**src/rtl/core/bboe_pkg.sv**
```systemverilog
// Package for the brightness offset estimator.
// Holds the fixed field widths, register indexes and constants that the
// configuration block and the top level share. No dependencies.
`timescale 1ns / 1ps

package bboe_pkg;

  localparam int unsigned PIX_W       = 8;
  localparam int unsigned CFG_IDX_W   = 8;
  localparam int unsigned CFG_DATA_W  = 8;
  localparam int unsigned SIDE_REG_W  = 7;
  localparam int unsigned LIMIT_W     = 8;
  localparam int unsigned LIMIT_LO_W  = 7;
  localparam int unsigned OFFSET_W    = 9;

  // 255 * diff fits in this many bits.
  localparam int unsigned SCALED_W    = 16;

  localparam logic [PIX_W-1:0] PIX_MAX = 8'd255;

  // limit / 3 for an 8-bit limit is (limit * 171) >> 9, exact over 0..255.
  localparam logic [LIMIT_W-1:0] THIRD_RECIP = 8'd171;
  localparam int unsigned        THIRD_SHIFT = 9;

  localparam logic [SIDE_REG_W-1:0] TILE_SIDE_RESET = 7'd16;
  localparam logic [LIMIT_W-1:0]    LIMIT_RESET     = 8'd0;

  typedef enum logic [CFG_IDX_W-1:0] {
    REG_TILE_SIDE        = 8'd0,
    REG_BRIGHTNESS_LIMIT = 8'd1
  } cfg_reg_e;

endpackage

```
**src/rtl/core/bboe_div.sv**
```systemverilog
// Shared radix-2 restoring divider: one quotient bit per cycle.
// Serves both the per-pixel term division and the tile average division.
// Depends on nothing outside this file.
`timescale 1ns / 1ps

module bboe_div #(
  parameter int unsigned DIV_W = 32,
  parameter int unsigned DVS_W = 13
) (
  input  logic             clk_i,
  input  logic             rst_ni,
  input  logic             start_i,
  input  logic [DIV_W-1:0] dividend_i,
  input  logic [DVS_W-1:0] divisor_i,
  output logic             done_o,
  output logic [DIV_W-1:0] quotient_o
);

  localparam int unsigned CNT_W = (DIV_W > 1) ? $clog2(DIV_W) : 1;

  logic             busy_q;
  logic             done_q;
  logic [CNT_W-1:0] cnt_q;
  logic [DVS_W-1:0] rem_q;
  logic [DVS_W-1:0] dvs_q;
  logic [DIV_W-1:0] quo_q;

  logic [DVS_W:0]   partial;
  logic [DVS_W:0]   trial;
  logic             fits;

  // The dividend shifts out of the top of quo_q while quotient bits enter
  // at the bottom.
  assign partial = {rem_q, quo_q[DIV_W-1]};
  assign trial   = partial - {1'b0, dvs_q};
  assign fits    = ~trial[DVS_W];

  always_ff @(posedge clk_i or negedge rst_ni) begin
    if (!rst_ni) begin
      busy_q <= 1'b0;
      done_q <= 1'b0;
      cnt_q  <= '0;
    end else begin
      done_q <= 1'b0;
      if (start_i && !busy_q) begin
        busy_q <= 1'b1;
        cnt_q  <= '0;
      end else if (busy_q) begin
        cnt_q <= cnt_q + CNT_W'(1);
        if (cnt_q == CNT_W'(DIV_W - 1)) begin
          busy_q <= 1'b0;
          done_q <= 1'b1;
        end
      end
    end
  end

  always_ff @(posedge clk_i) begin
    if (start_i && !busy_q) begin
      rem_q <= '0;
      dvs_q <= divisor_i;
      quo_q <= dividend_i;
    end else if (busy_q) begin
      rem_q <= fits ? trial[DVS_W-1:0] : partial[DVS_W-1:0];
      quo_q <= {quo_q[DIV_W-2:0], fits};
    end
  end

  assign done_o     = done_q;
  assign quotient_o = quo_q;

endmodule

```
**src/rtl/core/bboe_cfg.sv**
```systemverilog
// Configuration registers of the brightness offset estimator.
// Derives the pixel count of a tile and the two clamp bounds.
// Depends on bboe_pkg.
`timescale 1ns / 1ps

module bboe_cfg #(
  parameter int unsigned MAX_TILE_SIDE = 64,
  parameter int unsigned CNT_W         = 13
) (
  input  logic                                clk_i,
  input  logic                                rst_ni,
  input  logic                                cfg_valid_i,
  output logic                                cfg_ready_o,
  input  logic [bboe_pkg::CFG_IDX_W-1:0]      cfg_index_i,
  input  logic [bboe_pkg::CFG_DATA_W-1:0]     cfg_data_i,
  output logic [CNT_W-1:0]                    tile_pixels_o,
  output logic [bboe_pkg::LIMIT_W-1:0]        limit_hi_o,
  output logic [bboe_pkg::LIMIT_LO_W-1:0]     limit_lo_o
);

  localparam int unsigned SIDE_W =
    ($clog2(MAX_TILE_SIDE + 1) > bboe_pkg::SIDE_REG_W) ?
    $clog2(MAX_TILE_SIDE + 1) : bboe_pkg::SIDE_REG_W;
  localparam int unsigned PROD_W = 2 * bboe_pkg::LIMIT_W;

  logic [bboe_pkg::SIDE_REG_W-1:0] tile_side_q;
  logic [bboe_pkg::LIMIT_W-1:0]    limit_q;

  logic [SIDE_W-1:0]   side_ext;
  logic [SIDE_W-1:0]   side_eff;
  logic [2*SIDE_W-1:0] side_sq;
  logic [PROD_W-1:0]   third_prod;

  always_ff @(posedge clk_i or negedge rst_ni) begin
    if (!rst_ni) begin
      tile_side_q <= bboe_pkg::TILE_SIDE_RESET;
      limit_q     <= bboe_pkg::LIMIT_RESET;
    end else if (cfg_valid_i) begin
      unique case (cfg_index_i)
        bboe_pkg::REG_TILE_SIDE:
          tile_side_q <= cfg_data_i[bboe_pkg::SIDE_REG_W-1:0];
        bboe_pkg::REG_BRIGHTNESS_LIMIT:
          limit_q <= cfg_data_i[bboe_pkg::LIMIT_W-1:0];
        default: ;
      endcase
    end
  end

  // A side of zero counts as one; a side above the maximum is capped.
  always_comb begin
    side_ext = SIDE_W'(tile_side_q);
    if (side_ext == '0) begin
      side_eff = SIDE_W'(1);
    end else if (side_ext > SIDE_W'(MAX_TILE_SIDE)) begin
      side_eff = SIDE_W'(MAX_TILE_SIDE);
    end else begin
      side_eff = side_ext;
    end
  end

  assign side_sq       = side_eff * side_eff;
  assign tile_pixels_o = CNT_W'(side_sq);

  assign third_prod  = limit_q * bboe_pkg::THIRD_RECIP;
  assign limit_hi_o  = limit_q;
  assign limit_lo_o  =
    third_prod[bboe_pkg::THIRD_SHIFT +: bboe_pkg::LIMIT_LO_W];
  assign cfg_ready_o = 1'b1;

endmodule

```
**src/rtl/core/best_brightness_offset_estimator_unit.sv**
```systemverilog
// Brightness offset estimator: one pixel pair per beat, one offset per tile.
// Each pixel runs its term through the shared bit-serial divider, and the
// next pixel is taken only once that division is done. The last pixel of a
// tile runs the same divider again for the average, and the next pixel waits
// for the offset to enter the output register, later still while an earlier
// offset sits stalled there. Reset clears the sum, the count and the output,
// and loads tile side 16 and limit 0.
`timescale 1ns / 1ps

module best_brightness_offset_estimator_unit #(
  parameter int unsigned MAX_TILE_SIDE = 64,
  parameter int unsigned FRAC_BITS     = 16
) (
  input  logic                                   clk_i,
  input  logic                                   rst_ni,
  input  logic                                   in_valid_i,
  output logic                                   in_stall_o,
  input  logic [bboe_pkg::PIX_W-1:0]             target_pixel_i,
  input  logic [bboe_pkg::PIX_W-1:0]             candidate_pixel_i,
  output logic                                   out_valid_o,
  input  logic                                   out_stall_i,
  output logic signed [bboe_pkg::OFFSET_W-1:0]   brightness_offset_o,
  input  logic                                   cfg_valid_i,
  output logic                                   cfg_ready_o,
  input  logic [bboe_pkg::CFG_IDX_W-1:0]         cfg_index_i,
  input  logic [bboe_pkg::CFG_DATA_W-1:0]        cfg_data_i
);

  localparam int unsigned CNT_W  = $clog2(MAX_TILE_SIDE * MAX_TILE_SIDE + 1);
  localparam int unsigned NUM_W  = bboe_pkg::SCALED_W + FRAC_BITS;
  localparam int unsigned TERM_W = NUM_W + 1;
  localparam int unsigned SUM_W  = NUM_W + CNT_W + 1;
  localparam int unsigned AVG_W  = SUM_W - FRAC_BITS;
  localparam int unsigned DIV_W  = (NUM_W > AVG_W) ? NUM_W : AVG_W;
  localparam int unsigned DVS_W  =
    (CNT_W > bboe_pkg::PIX_W) ? CNT_W : bboe_pkg::PIX_W;
  localparam int unsigned OW     = bboe_pkg::OFFSET_W;

  typedef enum logic [2:0] {
    S_IDLE,
    S_TERM,
    S_CHECK,
    S_AVG,
    S_EMIT
  } state_e;

  state_e state_q;

  logic [CNT_W-1:0]               tile_pixels;
  logic [bboe_pkg::LIMIT_W-1:0]   limit_hi;
  logic [bboe_pkg::LIMIT_LO_W-1:0] limit_lo;

  logic                 div_start;
  logic [DIV_W-1:0]     div_dividend;
  logic [DVS_W-1:0]     div_divisor;
  logic                 div_done;
  logic [DIV_W-1:0]     div_quotient;

  logic                 in_accept;
  logic                 tile_done;
  logic                 pix_lt;
  logic                 pix_eq;
  logic [bboe_pkg::PIX_W-1:0]    pix_diff;
  logic [bboe_pkg::PIX_W-1:0]    pix_den;
  logic [bboe_pkg::SCALED_W-1:0] scaled_diff;
  logic [NUM_W-1:0]     term_num;

  logic                 term_neg_q;
  logic                 term_zero_q;
  logic signed [SUM_W-1:0] term_sum_q;
  logic [CNT_W-1:0]     pixel_count_q;
  logic                 avg_neg_q;
  logic [OW-1:0]        result_q;
  logic                 out_valid_q;
  logic [OW-1:0]        offset_q;

  logic [NUM_W-1:0]     term_mag;
  logic [TERM_W-1:0]    term_val;
  logic [SUM_W-1:0]     term_ext;
  logic [SUM_W-1:0]     sum_abs;
  logic [OW-1:0]        clamped;

  bboe_cfg #(
    .MAX_TILE_SIDE(MAX_TILE_SIDE),
    .CNT_W        (CNT_W)
  ) u_cfg (
    .clk_i        (clk_i),
    .rst_ni       (rst_ni),
    .cfg_valid_i  (cfg_valid_i),
    .cfg_ready_o  (cfg_ready_o),
    .cfg_index_i  (cfg_index_i),
    .cfg_data_i   (cfg_data_i),
    .tile_pixels_o(tile_pixels),
    .limit_hi_o   (limit_hi),
    .limit_lo_o   (limit_lo)
  );

  bboe_div #(
    .DIV_W(DIV_W),
    .DVS_W(DVS_W)
  ) u_div (
    .clk_i     (clk_i),
    .rst_ni    (rst_ni),
    .start_i   (div_start),
    .dividend_i(div_dividend),
    .divisor_i (div_divisor),
    .done_o    (div_done),
    .quotient_o(div_quotient)
  );

  assign in_stall_o = (state_q != S_IDLE);
  assign in_accept  = in_valid_i && (state_q == S_IDLE);
  assign tile_done  = (pixel_count_q >= tile_pixels);

  // Term operands: a darker target divides by the candidate, a brighter one
  // by the candidate's distance to white.
  assign pix_lt      = target_pixel_i < candidate_pixel_i;
  assign pix_eq      = target_pixel_i == candidate_pixel_i;
  assign pix_diff    = pix_lt ? (candidate_pixel_i - target_pixel_i)
                              : (target_pixel_i - candidate_pixel_i);
  assign pix_den     = pix_lt ? candidate_pixel_i
                              : (bboe_pkg::PIX_MAX - candidate_pixel_i);
  assign scaled_diff = {pix_diff, {bboe_pkg::PIX_W{1'b0}}}
                       - bboe_pkg::SCALED_W'(pix_diff);
  assign term_num    = {scaled_diff, {FRAC_BITS{1'b0}}};

  assign sum_abs = term_sum_q[SUM_W-1] ? (SUM_W'(0) - SUM_W'(term_sum_q))
                                       : SUM_W'(term_sum_q);

  always_comb begin
    div_start    = 1'b0;
    div_dividend = DIV_W'(term_num);
    div_divisor  = DVS_W'(pix_den);
    if (in_accept) begin
      div_start = 1'b1;
    end else if (state_q == S_CHECK && tile_done) begin
      div_start    = 1'b1;
      div_dividend = DIV_W'(sum_abs[SUM_W-1:FRAC_BITS]);
      div_divisor  = DVS_W'(tile_pixels);
    end
  end

  assign term_mag = term_zero_q ? '0 : div_quotient[NUM_W-1:0];
  assign term_val = term_neg_q ? (TERM_W'(0) - {1'b0, term_mag})
                               : {1'b0, term_mag};
  assign term_ext = {{(SUM_W - TERM_W){term_val[TERM_W-1]}}, term_val};

  // Clamp the average magnitude against the bound on its own side.
  always_comb begin
    if (avg_neg_q) begin
      if (div_quotient > DIV_W'(limit_lo)) begin
        clamped = OW'(0) - OW'(limit_lo);
      end else begin
        clamped = OW'(0) - OW'(div_quotient[bboe_pkg::LIMIT_LO_W-1:0]);
      end
    end else begin
      if (div_quotient > DIV_W'(limit_hi)) begin
        clamped = OW'(limit_hi);
      end else begin
        clamped = OW'(div_quotient[bboe_pkg::LIMIT_W-1:0]);
      end
    end
  end

  always_ff @(posedge clk_i or negedge rst_ni) begin
    if (!rst_ni) begin
      state_q       <= S_IDLE;
      term_sum_q    <= '0;
      pixel_count_q <= '0;
      out_valid_q   <= 1'b0;
      term_neg_q    <= 1'b0;
      term_zero_q   <= 1'b0;
      avg_neg_q     <= 1'b0;
      result_q      <= '0;
      offset_q      <= '0;
    end else begin
      if (out_valid_q && !out_stall_i && state_q != S_EMIT) begin
        out_valid_q <= 1'b0;
      end
      unique case (state_q)
        S_IDLE: begin
          if (in_valid_i) begin
            term_neg_q  <= pix_lt;
            term_zero_q <= pix_eq;
            state_q     <= S_TERM;
          end
        end
        S_TERM: begin
          if (div_done) begin
            term_sum_q    <= term_sum_q + $signed(term_ext);
            pixel_count_q <= pixel_count_q + CNT_W'(1);
            state_q       <= S_CHECK;
          end
        end
        S_CHECK: begin
          if (tile_done) begin
            avg_neg_q <= term_sum_q[SUM_W-1];
            state_q   <= S_AVG;
          end else begin
            state_q <= S_IDLE;
          end
        end
        S_AVG: begin
          if (div_done) begin
            result_q      <= clamped;
            term_sum_q    <= '0;
            pixel_count_q <= '0;
            state_q       <= S_EMIT;
          end
        end
        S_EMIT: begin
          // Load the output register once the previous beat has left.
          if (!out_valid_q || !out_stall_i) begin
            out_valid_q <= 1'b1;
            offset_q    <= result_q;
            state_q     <= S_IDLE;
          end
        end
        default: state_q <= S_IDLE;
      endcase
    end
  end

  assign out_valid_o         = out_valid_q;
  assign brightness_offset_o = $signed(offset_q);

endmodule

```
**config.mk**
```make
export PLATFORM = sky130hd
export DESIGN_NAME = best_brightness_offset_estimator_unit
export DESIGN_NICKNAME = d
export VERILOG_FILES = /design/src/rtl/core/bboe_pkg.sv /design/src/rtl/core/bboe_div.sv /design/src/rtl/core/bboe_cfg.sv /design/src/rtl/core/best_brightness_offset_estimator_unit.sv
export SDC_FILE = /design/constraint.sdc
export NUM_CORES = 1
export LEC_CHECK = 0
export BUFFER_PORTS_ARGS = -buffer_cell sky130_fd_sc_hd__buf_2
export CORE_ASPECT_RATIO = 1.5
export CORE_MARGIN = 2
export CORE_UTILIZATION = 60
export DETAILED_ROUTE_END_ITERATION = 10
export GPL_TIMING_DRIVEN = 0
export PLACE_DENSITY = 0.77
export SKIP_LAST_GASP = 1
export SLEW_MARGIN = 20
export SYNTH_ARGS = -nofsm -noshare
export SYNTH_HDL_FRONTEND = slang
export SYNTH_SLANG_ARGS = --single-unit
export TNS_END_PERCENT = 100
```
**constraint.sdc**
```tcl
create_clock -name clk_i -period 14.8 [get_ports clk_i]
set_input_delay 1.48 -clock clk_i [delete_from_list [all_inputs] [get_ports clk_i]]
set_output_delay 1.48 -clock clk_i [all_outputs]
set_load 0.02 [all_outputs]
```
==> metrics.md, run 1 <==
| Metric | Value |
|---|---|
| Status | finished clean |
| Worst Path Required | 14880 ps |
| Sequential fraction of the synthesis area | 0.283 |
| GR Layer Usage met2 | 0.578 |
| Initial antenna violation count | 0 |
| Synth area leaders | dfrtp_1 17%, ha_1 14%, edfxtp_1 9.0%, xnor2_1 4.6%, xor2_1 3.9% |
| Post-Synth Simple-Gate Area | 0.160 |
| CTS tree | yes |
| # IOs | 49 |
| CTS max path bufs | 2 |
| CP delay by family, top | adder cells |
| Placed Cells | 2082 |
| Diodes inserted | 0 |
| H-tree levels | 4 |
| Root Buffer | clkbuf_16 |
| Core area | 24900 µm² |
| Post-CTS Setup Bufs | 0 |
| Detailed Place HPWL | 33700 µm |
| Xor and xnor area share after synthesis | 0.0854 |
| Skew-Pair Late Insertion Delay | 450 ps |
| Die ar. | 26400 µm² |
| Setup Skew | 9.69 ps |
| Drt wl/cell | 20.2 µm |
| Largest family of logic cells by synthesized area | compound AO/OA/AOI/OAI gates |
| Slew @ Worst Pin | 882 ps |
| Min-delay worst type | register to register |
| WHS | 503 ps |
| Residual overflow from global routing | 0 |
| # rows | 71 |
| Cell count after synthesis | 1701 |
| Crit-path slowest cell | clkbuf_1 |
| Achievable Freq | 119 MHz |
| CTS clk-pin slew, worst paths | 70 ps |
| Cell repeated most along the worst path | inv_1 |
| CP arrival | 8510 ps |
| M1 GR Usage | 0.378 |
| CTS sink cnt | 164 |
| Starting Density | 0.606 |
| CTS buffer count | 17 |
| Syn Area/Cell | 8.87 µm² |
| Post-Layout Cell Count | 2114 |
| Drt first pass iters | 7 |
| Pin count of the biggest net entering global routing | 55 |
| Tcrit/Tclk final | 0.569 |
| Most frequent cells in the layout | 171 x ha_1, 149 x nand2_1, 136 x inv_1 |
| Iteration-0 DRC Markers | 848 |
| Leak pwr | 0.00772 µW |
| Adder-cell share of the synthesized area | 0.180 |
| Largest area contributor in the netlist | dfrtp_1 |
| Rel. slew slack | 0.410 |
| Hold_buf cts | 0 |
| Max Cap Viol | 0 |
| Most common cell after layout, fill and taps aside | ha_1 |
| Vias post-DR | 13200 |
| Via density | 6.24 |
| Peak VDD IR | 0.000120 V |
| Final hold violations | 0 |
| Via count of the first global-routing pass | 13200 |
| Synth Flop Type | dfrtp_1 |
| Synthesis Warnings | 0 |
| Mux cell area share after synthesis | 0.0415 |
| Crit path max fanout | 34 |
| Post-synth ARST share | 0.646 |
| Drt total wl | 42600 µm |
| Die H | 198 µm |
| Power Dens Cells | 157 nW/µm² |
| Setup WS post-layout | 6370 ps |
| Unrepaired setup endpoints after global routing | false |
| Final count of pins violating max slew | 0 |
| Final setup TNS | 0 ps |
| Total GRT Usage | 0.333 |
| Layout area overhead | 8.43% |
| Unique masters post-synth | 76 |
| Crit path largest cell delay | 570 ps |
| Final ANT Viol Nets | 0 |
| Post-synthesis compound-gate area fraction | 0.199 |
| Post-synth EDFFs | 45 |
| GRT busiest layer | met2 |
| Gates resized, CTS repair | 0 |
| Placement Setup Slack | 6420 ps |
| Synthesis-stage register bit count | 164 |
| Layout Nets | 2010 |
| Worst Path Buf+Inv | 7 |
| Number of port buffers | 47 |
| DRC | 0 |
| Minimum clock period | 8430 ps |
| Share of cells above drive strength 1 | 0.0801 |
| CP Launch Type | register |
| Synth top area share | 0.174 |
| CP endpoint kind | register |
| Global-route wire length before repair | 68500 µm |
| Endpoints failing setup | 0 |
| Setup CP Type | register to register |
| Die W | 133 µm |
| Grt met3 use | 0.0440 |
| Final Wtd Congestion | 0.979 |
| Synth Cell Area | 15100 µm² |
[flip-flops by register name, summed over array words and instances (netlist names)]
register and flops:
avg_neg_q 1, brightness_offset_o 9, out_valid_o 1, pixel_count_q 13
result_q 9, state_q 3, term_neg_q 1, term_sum_q 46
term_zero_q 1, u_cfg.limit_hi_o 8, u_cfg.side_ext 7, u_div.busy_q 1
u_div.cnt_q 5, u_div.done_o 1, u_div.dvs_q 13, u_div.quotient_o 32
u_div.rem_q 13
[metrics by stage]
stage | power (µW) | area (µm²) | utilization
after floorplan | 1760 | 15100 | -
after global placement | 2060 | 15700 | 0.633
after detailed placement | 2100 | 15800 | 0.634
after CTS | 2550 | 16400 | 0.657
after global routing | 2750 | 16400 | 0.657
final | 2560 | 16400 | 0.657
[worst register-to-register path, delay by kind of cell (launching register included)]
kind | cells | cell delay, ps
and+or+nand+nor | 6 | 1350
DFF | 1 | 490
xor gates and xnor gates | 2 | 250
buffers and inverters | 7 | 1500
AOI/OAI and AO/OA | 9 | 1960
adders and majority gates | 6 | 2440
[synth_stat cells (6+ instances only)]
| master | instances |
|---|---|
| xnor2_1 | 79 |
| and2_1 | 20 |
| nor3_1 | 30 |
| or3_1 | 17 |
| nor2_1 | 88 |
| a21oi_1 | 89 |
| mux2i_1 | 22 |
| a211o_1 | 7 |
| o31ai_1 | 21 |
| o211ai_1 | 9 |
| a22o_1 | 49 |
| o21ai_0 | 114 |
| or2_2 | 12 |
| nand4_1 | 15 |
| and3_1 | 11 |
| nor2b_1 | 31 |
| a21boi_0 | 6 |
| a21o_1 | 48 |
| a22oi_1 | 7 |
| o21a_1 | 14 |
| dfxtp_1 | 13 |
| nand3_1 | 34 |
| dfrtp_1 | 105 |
| a211oi_1 | 13 |
| nor3b_1 | 7 |
| edfxtp_1 | 45 |
| mux2_2 | 36 |
| fa_1 | 29 |
| nand2_1 | 149 |
| nand2b_1 | 22 |
| o41ai_1 | 12 |
| clkbuf_1 | 52 |
| xor2_1 | 68 |
| nand3b_1 | 8 |
| inv_1 | 137 |
| ha_1 | 171 |
| o21bai_1 | 6 |
| a31oi_1 | 16 |
| nor4_1 | 15 |
[per-layer routing]
| metal | up-vias | wire, µm |
|---|---|---|
| li1 | 6249 | - |
| met2 | 433 | 21100 |
| met1 | 6366 | 16300 |
| met3 | 153 | 1970 |
| met5 | - | 0 |
| met4 | 0 | 3290 |
[power breakdown]
part / internal [µW] / switching [µW]
combinational: 612 / 785
sequential: 580 / 139
clock: 238 / 210
[layout make-up]
cell class | instances | area, µm²
multi-input cells | 1346 | 10100
fillers | 2118 | 8520
flip-flops and latches | 164 | 4270
inverters | 138 | 518
clock buffers | 18 | 429
well taps | 328 | 410
repair buffers | 48 | 269
plain buffers | 58 | 236
clock inverters | 14 | 144
[path summary, 6_finish.rpt]
kind	slack, ps	start	depth (start not counted)	endpoint
min in group asynchronous	970	rst_ni	1	pixel_count_q[10]
setup / recovery	6370	u_cfg.side_ext[6]	30	u_div.quotient_o[25]
hold / removal	500	brightness_offset_o[0]	1	brightness_offset_o[0]
hold reg to reg	500	brightness_offset_o[0]	1	brightness_offset_o[0]
setup reg to reg	6370	u_cfg.side_ext[6]	30	u_div.quotient_o[25]
max in group asynchronous	13110	rst_ni	2	u_cfg.side_ext[4]
[logic make-up after synthesis]
logic type               Yosys count
AND/OR/NAND/NOR                  481
AO/OA/AOI/OAI                    453
adder cells (fa/ha/maj)          200
buffers and inverters            196
flip-flops                       164
XOR/XNOR                         147
multiplexers                      58
other                              2
Power figures use the tool's default switching activity.
==> run 2: changes to the inputs <==
==> constraint.sdc (replaced) <==
create_clock -name clk_i -period 8 [get_ports clk_i]
set_input_delay 0.8 -clock clk_i [delete_from_list [all_inputs] [get_ports clk_i]]
set_output_delay 0.8 -clock clk_i [all_outputs]
set_load 0.02 [all_outputs]
==> metrics.md, run 2 (synthesis gave the netlist of run 1 again) <==
| Metric | Value |
|---|---|
| Max FFs per register | 46 (unchanged) |
| Peak VDD IR | 0.000223 V (+86%) |
| Share of cells above drive strength 1 | 0.0912 (+0.0111) |
| Grt met3 use | 0.0440 (unchanged) |
| Layout area overhead | 8.81% |
| Post-Layout Cell Count | 2116 (+0.095%) |
| # rows | 71 (unchanged) |
| Setup CP Type | register to register |
| Number of port buffers | 47 (unchanged) |
| Crit path max fanout | 34 (unchanged) |
| Leak pwr | 0.00775 µW (+0.34%) |
| H-tree levels | 4 (unchanged) |
| Iteration-0 DRC Markers | 860 (+1.4%) |
| Initial antenna violation count | 0 (unchanged) |
| Setup Skew | 8.23 ps (-1.46 ps) |
| Placed Cells | 2082 (unchanged) |
| CTS buffer count | 17 (unchanged) |
| Most frequent cells in the layout | 171 x ha_1, 149 x nand2_1, 135 x inv_1 |
| Layout Nets | 2012 (+0.10%) |
| Core area | 24900 µm² (unchanged) |
| Crit path largest cell delay | 530 ps (-40 ps) |
| Drt first pass iters | 6 (-1) |
| Unrepaired setup endpoints after global routing | false |
| Root Buffer | clkbuf_16 |
| Rel. slew slack | 0.380 (-0.0303) |
| Achievable Freq | 134 MHz (+13%) |
| Vias post-DR | 13300 (+0.51%) |
| Diodes inserted | 0 (unchanged) |
| Minimum clock period | 7460 ps (-968 ps) |
| Slew @ Worst Pin | 927 ps (+45.3 ps) |
| CTS clk-pin slew, worst paths | 70 ps (about the same) |
| Final ANT Viol Nets | 0 (unchanged) |
| Total GRT Usage | 0.333 (unchanged) |
| # IOs | 49 (unchanged) |
| Die ar. | 26400 µm² (unchanged) |
| Max Cap Viol | 0 (unchanged) |
| CTS max path bufs | 2 (unchanged) |
| Endpoints failing setup | 0 (unchanged) |
| Crit-path slowest cell | fa_1 |
| Hold_buf cts | 0 (unchanged) |
| CTS sink cnt | 164 (unchanged) |
| Residual overflow from global routing | 0 (unchanged) |
| Drt wl/cell | 20.3 µm (+0.60%) |
| Final Wtd Congestion | 0.979 (unchanged) |
| GRT busiest layer | met2 |
| Min-delay worst type | input port to asynchronous set/reset pin |
| Die W | 133 µm (unchanged) |
| Via density | 6.27 (+0.41%) |
| Most common cell after layout, fill and taps aside | ha_1 |
| Final count of pins violating max slew | 0 (unchanged) |
| CP arrival | 7610 ps (-900 ps) |
| Detailed Place HPWL | 33700 µm (unchanged) |
| CP Launch Type | register |
| Global-route wire length before repair | 68500 µm (unchanged) |
| GR Layer Usage met2 | 0.578 (unchanged) |
| Cell repeated most along the worst path | inv_1 |
| Skew-Pair Late Insertion Delay | 450 ps (about the same) |
| DRC | 0 (unchanged) |
| WHS | 296 ps (-207 ps) |
| Via count of the first global-routing pass | 13200 (unchanged) |
| Largest reg by FF count | term_sum_q |
| Die H | 198 µm (unchanged) |
| Tcrit/Tclk final | 0.932 (+0.363) |
| M1 GR Usage | 0.378 (unchanged) |
| CTS tree | yes |
| Worst Path Required | 8150 ps (-6730 ps) |
| Status | finished clean |
| Starting Density | 0.606 (unchanged) |
| Final hold violations | 0 (unchanged) |
| Power Dens Cells | 289 nW/µm² (+84%) |
| CP endpoint kind | register |
| Pin count of the biggest net entering global routing | 55 (unchanged) |
| Drt total wl | 42900 µm (+0.70%) |
-- run 2: critical path, delay by kind of cell, from the launching register on --
kind	cells	cell delay [ps]
adders and majority gates	6	2520
AOI/OAI and AO/OA	9	1880
and+or+nand+nor	6	1210
buffers and inverters	8	940
DFF	1	450
xor gates and xnor gates	1	100
-- run 2: area by class of cell --
| type | count | area [µm²] |
|---|---|---|
| Multi-Input combinational cell | 1346 | 10100 |
| Fill cell | 2112 | 8460 |
| Sequential cell | 164 | 4270 |
| Inverter | 138 | 524 |
| Clock buffer | 18 | 429 |
| Tap cell | 328 | 410 |
| Timing Repair Buffer | 51 | 292 |
| Buffer | 56 | 240 |
| Clock inverter | 14 | 144 |
| Timing Repair inverter | 1 | 7.51 |
-- run 2: worst paths after layout --
check	to	slack (ps)	from	depth (start not counted)
hold reg to reg	brightness_offset_o[0]	500	brightness_offset_o[0]	1
setup / recovery	u_div.quotient_o[25]	540	u_cfg.side_ext[1]	30
min in group clk_i	brightness_offset_o[0]	500	brightness_offset_o[0]	1
max in group asynchronous	u_cfg.side_ext[4]	6990	rst_ni	2
setup reg to reg	u_div.quotient_o[25]	540	u_cfg.side_ext[1]	30
hold / removal	pixel_count_q[10]	300	rst_ni	1
-- run 2: report_power, final --
part	switching [µW]	total [µW]	internal, µW
clock	391	831	440
sequential	257	1330	1070
combinational	1450	2580	1130
total	2100	4750	2650
-- run 2: what timing repair did --
action                                  CTS  global route
cloned                                    0             1
endpoints found under the setup margin   54           105
hold endpoints to repair                  0             0
setup buffers                             0             3
resized for setup                         4            24
-- run 2: metrics by stage --
step	TNS [ps]	instance area (µm²)	util	total power [µW]	setup slack (ps)
CTS	0	16400	0.658	4720	110
global route	0	16400	0.660	5090	60.6
detailed placement	-16060	15800	0.634	3880	-376
finish	0	16400	0.660	4750	541
global placement	-24160	15700	0.633	3810	-669
floorplan	0	15100	-	3260	991
-- run 2: layer usage --
layer,part of all wire,wire (µm),vias up
li1,-,-,6241
met1,0.38,16200,6409
met2,0.49,21200,460
met3,0.051,2170,158
met4,0.078,3360,0
met5,0,0,-
==> run 3: changes to the inputs <==
--- a/config.mk
+++ b/config.mk
@@ -7,7 +7,6 @@
 export LEC_CHECK = 0
 export BUFFER_PORTS_ARGS = -buffer_cell sky130_fd_sc_hd__buf_2
 export CORE_ASPECT_RATIO = 1.5
-export CORE_MARGIN = 2
 export CORE_UTILIZATION = 60
 export DETAILED_ROUTE_END_ITERATION = 10
 export GPL_TIMING_DRIVEN = 0
==> metrics.md, run 3 (synthesis gave the netlist of run 1 again) <==
| Metric | Value |
|---|---|
| Die ar. | 25800 µm² (-2.5%) |
| Setup CP Type | register to register |
| CTS clk-pin slew, worst paths | 70 ps (about the same) |
| Crit path max fanout | 10 (-71%) |
| Cell repeated most along the worst path | inv_1 |
| Core area | 24500 µm² (-1.4%) |
| Layout Nets | 2011 (-0.050%) |
| # IOs | 49 (unchanged) |
| Final hold violations | 0 (unchanged) |
| Die H | 196 µm (-1.0%) |
| Diodes inserted | 0 (unchanged) |
| Placed Cells | 2078 (-0.19%) |
| CP startpoint | u_cfg.side_ext[1] |
| Drt wl/cell | 20.4 µm (+0.38%) |
| Unrepaired setup endpoints after global routing | false |
| Number of port buffers | 47 (unchanged) |
| CP endpoint kind | register |
| Worst Path Buf+Inv | 8 (unchanged) |
| CTS max path bufs | 2 (unchanged) |
| Global-route wire length before repair | 68600 µm (+0.10%) |
| Slew @ Worst Pin | 863 ps (-63.7 ps) |
| # rows | 70 (-1.4%) |
| Layout area overhead | 8.88% (about the same) |
| Minimum clock period | 7320 ps (-135 ps) |
| CTS tree | yes |
| Root Buffer | clkbuf_16 |
| Register area | 4270 µm² (unchanged) |
| CP delay by family, top | adder cells |
| Final ANT Viol Nets | 0 (unchanged) |
| Flop2flop setup slack | 680 ps (+140 ps) |
| Peak VDD IR | 0.000175 V (-22%) |
| CP Launch Type | register |
| Setup WS post-layout | 676 ps (+135 ps) |
| Max FFs per register | 46 (unchanged) |
| Drt first pass iters | 5 (-1) |
| Total GRT Usage | 0.341 (+0.00729) |
| CTS sink cnt | 164 (unchanged) |
| Fill count | 2111 (-0.047%) |
| Drt total wl | 43000 µm (+0.14%) |
| Most common cell after layout, fill and taps aside | ha_1 |
| Initial antenna violation count | 0 (unchanged) |
| Die W | 131 µm (-1.5%) |
| Reg2Reg Launch Point | u_cfg.side_ext[1] |
| Power Dens Cells | 292 nW/µm² (+0.98%) |
| Multi-input gate area | 10100 µm² (about the same) |
| Layout Utilization | 0.670 (+0.00983) |
| Iteration-0 DRC Markers | 859 (-0.12%) |
| CP arrival | 7700 ps (+90 ps) |
| Endpoints failing setup | 0 (unchanged) |
| Final count of pins violating max slew | 0 (unchanged) |
| Rel. slew slack | 0.422 (+0.0426) |
| Share of cells above drive strength 1 | 0.0907 (-0.000509) |
| Crit path largest cell delay | 530 ps (about the same) |
| CTS buffer count | 17 (unchanged) |
| H-tree levels | 4 (unchanged) |
| Post-Place Cell Area | 15800 µm² (about the same) |
| Via count of the first global-routing pass | 13400 (+2.1%) |
| Skew-Pair Late Insertion Delay | 450 ps (about the same) |
| Leak pwr | 0.00776 µW (+0.15%) |
| Pin count of the biggest net entering global routing | 73 (+33%) |
| Design Area, Final | 16400 µm² (about the same) |
| Tcrit/Tclk final | 0.915 (-0.0169) |
| DRC | 0 (unchanged) |
| Largest reg by FF count | term_sum_q |
| Via density | 6.31 (+0.64%) |
| Status | finished clean |
| Setup Skew | 9.28 ps (+1.05 ps) |
| Vias post-DR | 13300 (+0.40%) |
| Worst Path Required | 8370 ps (+220 ps) |
| Max Cap Viol | 0 (unchanged) |
| Post-Layout Cell Count | 2111 (-0.24%) |
| Placement Setup Slack | -174 ps (+202 ps) |
| Detailed Place HPWL | 33800 µm (+0.33%) |
| Min-delay worst type | input port to asynchronous set/reset pin |
| Achievable Freq | 137 MHz (+1.8%) |
| Crit-path slowest cell | fa_1 |
| Starting Density | 0.615 (+0.00866) |
| Residual overflow from global routing | 0 (unchanged) |
| WHS | 256 ps (-39.8 ps) |
| Most frequent cells in the layout | 171 x ha_1, 149 x nand2_1, 135 x inv_1 |
| Final Wtd Congestion | 0.951 (-2.9%) |
[run 3: layer usage]
metal / vias to the layer above / wire length [µm] / share of wire / GRT usage
met5: - / 0 / 0 / 0
met4: 0 / 3260 / 0.076 / 0.249
met3: 159 / 1780 / 0.041 / 0.0421
met2: 444 / 22000 / 0.51 / 0.611
met1: 6470 / 15900 / 0.37 / 0.368
li1: 6248 / - / - / -
[run 3: what timing repair did]
item                                    4_1_cts  5_1_grt
cloned                                        0        1
hold buffers                                  0        0
buffers inserted                              0        2
gates resized for setup                       1       28
endpoints found under the setup margin       44      105
[run 3: cell type report]
class                   instances  share of cell area
plain buffers                  56              0.0148
flip-flops and latches        164               0.260
multi-input cells            1346               0.615
repair inverters                1            0.000457
clock buffers                  18              0.0274
clock inverters                14             0.00891
inverters                     138              0.0319
repair buffers                 50              0.0173
well taps                     324              0.0247
[run 3: worst reg2reg max path, delay by kind of cell (launching register included)]
kind / cells / cell delay, ps
AOI/OAI and AO/OA: 12 / 1990
xor gates and xnor gates: 1 / 100
adders and majority gates: 6 / 2490
buffers and inverters: 8 / 1020
DFF: 1 / 450
and+or+nand+nor: 7 / 1210
[run 3: final timing paths]
| kind | end | cells after the start |
|---|---|---|
| max | u_div.rem_q[12] | 34 |
| max reg2reg | u_div.rem_q[12] | 34 |
| min in group clk_i | result_q[8] | 1 |
| min | pixel_count_q[8] | 1 |
| min reg2reg | result_q[8] | 1 |
| max in group asynchronous | term_sum_q[21] | 2 |
[run 3: report_power, final]
group	internal (µW)	total (µW)	leakage, µW	switching [µW]
Clock	481	855	0.000301	373
Sequential	1070	1330	0.00191	256
Combinational	1130	2610	0.00555	1480
[run 3: through the flow]
| stage | power, µW | TNS (ps) |
|---|---|---|
| 2_1_floorplan | 3260 | 0 |
| 3_3_place_gp | 3800 | -21040 |
| 3_5_place_dp | 3890 | -6490 |
| 4_1_cts | 4750 | 0 |
| 5_1_grt | 5130 | 0 |
| 6_report | 4800 | 0 |
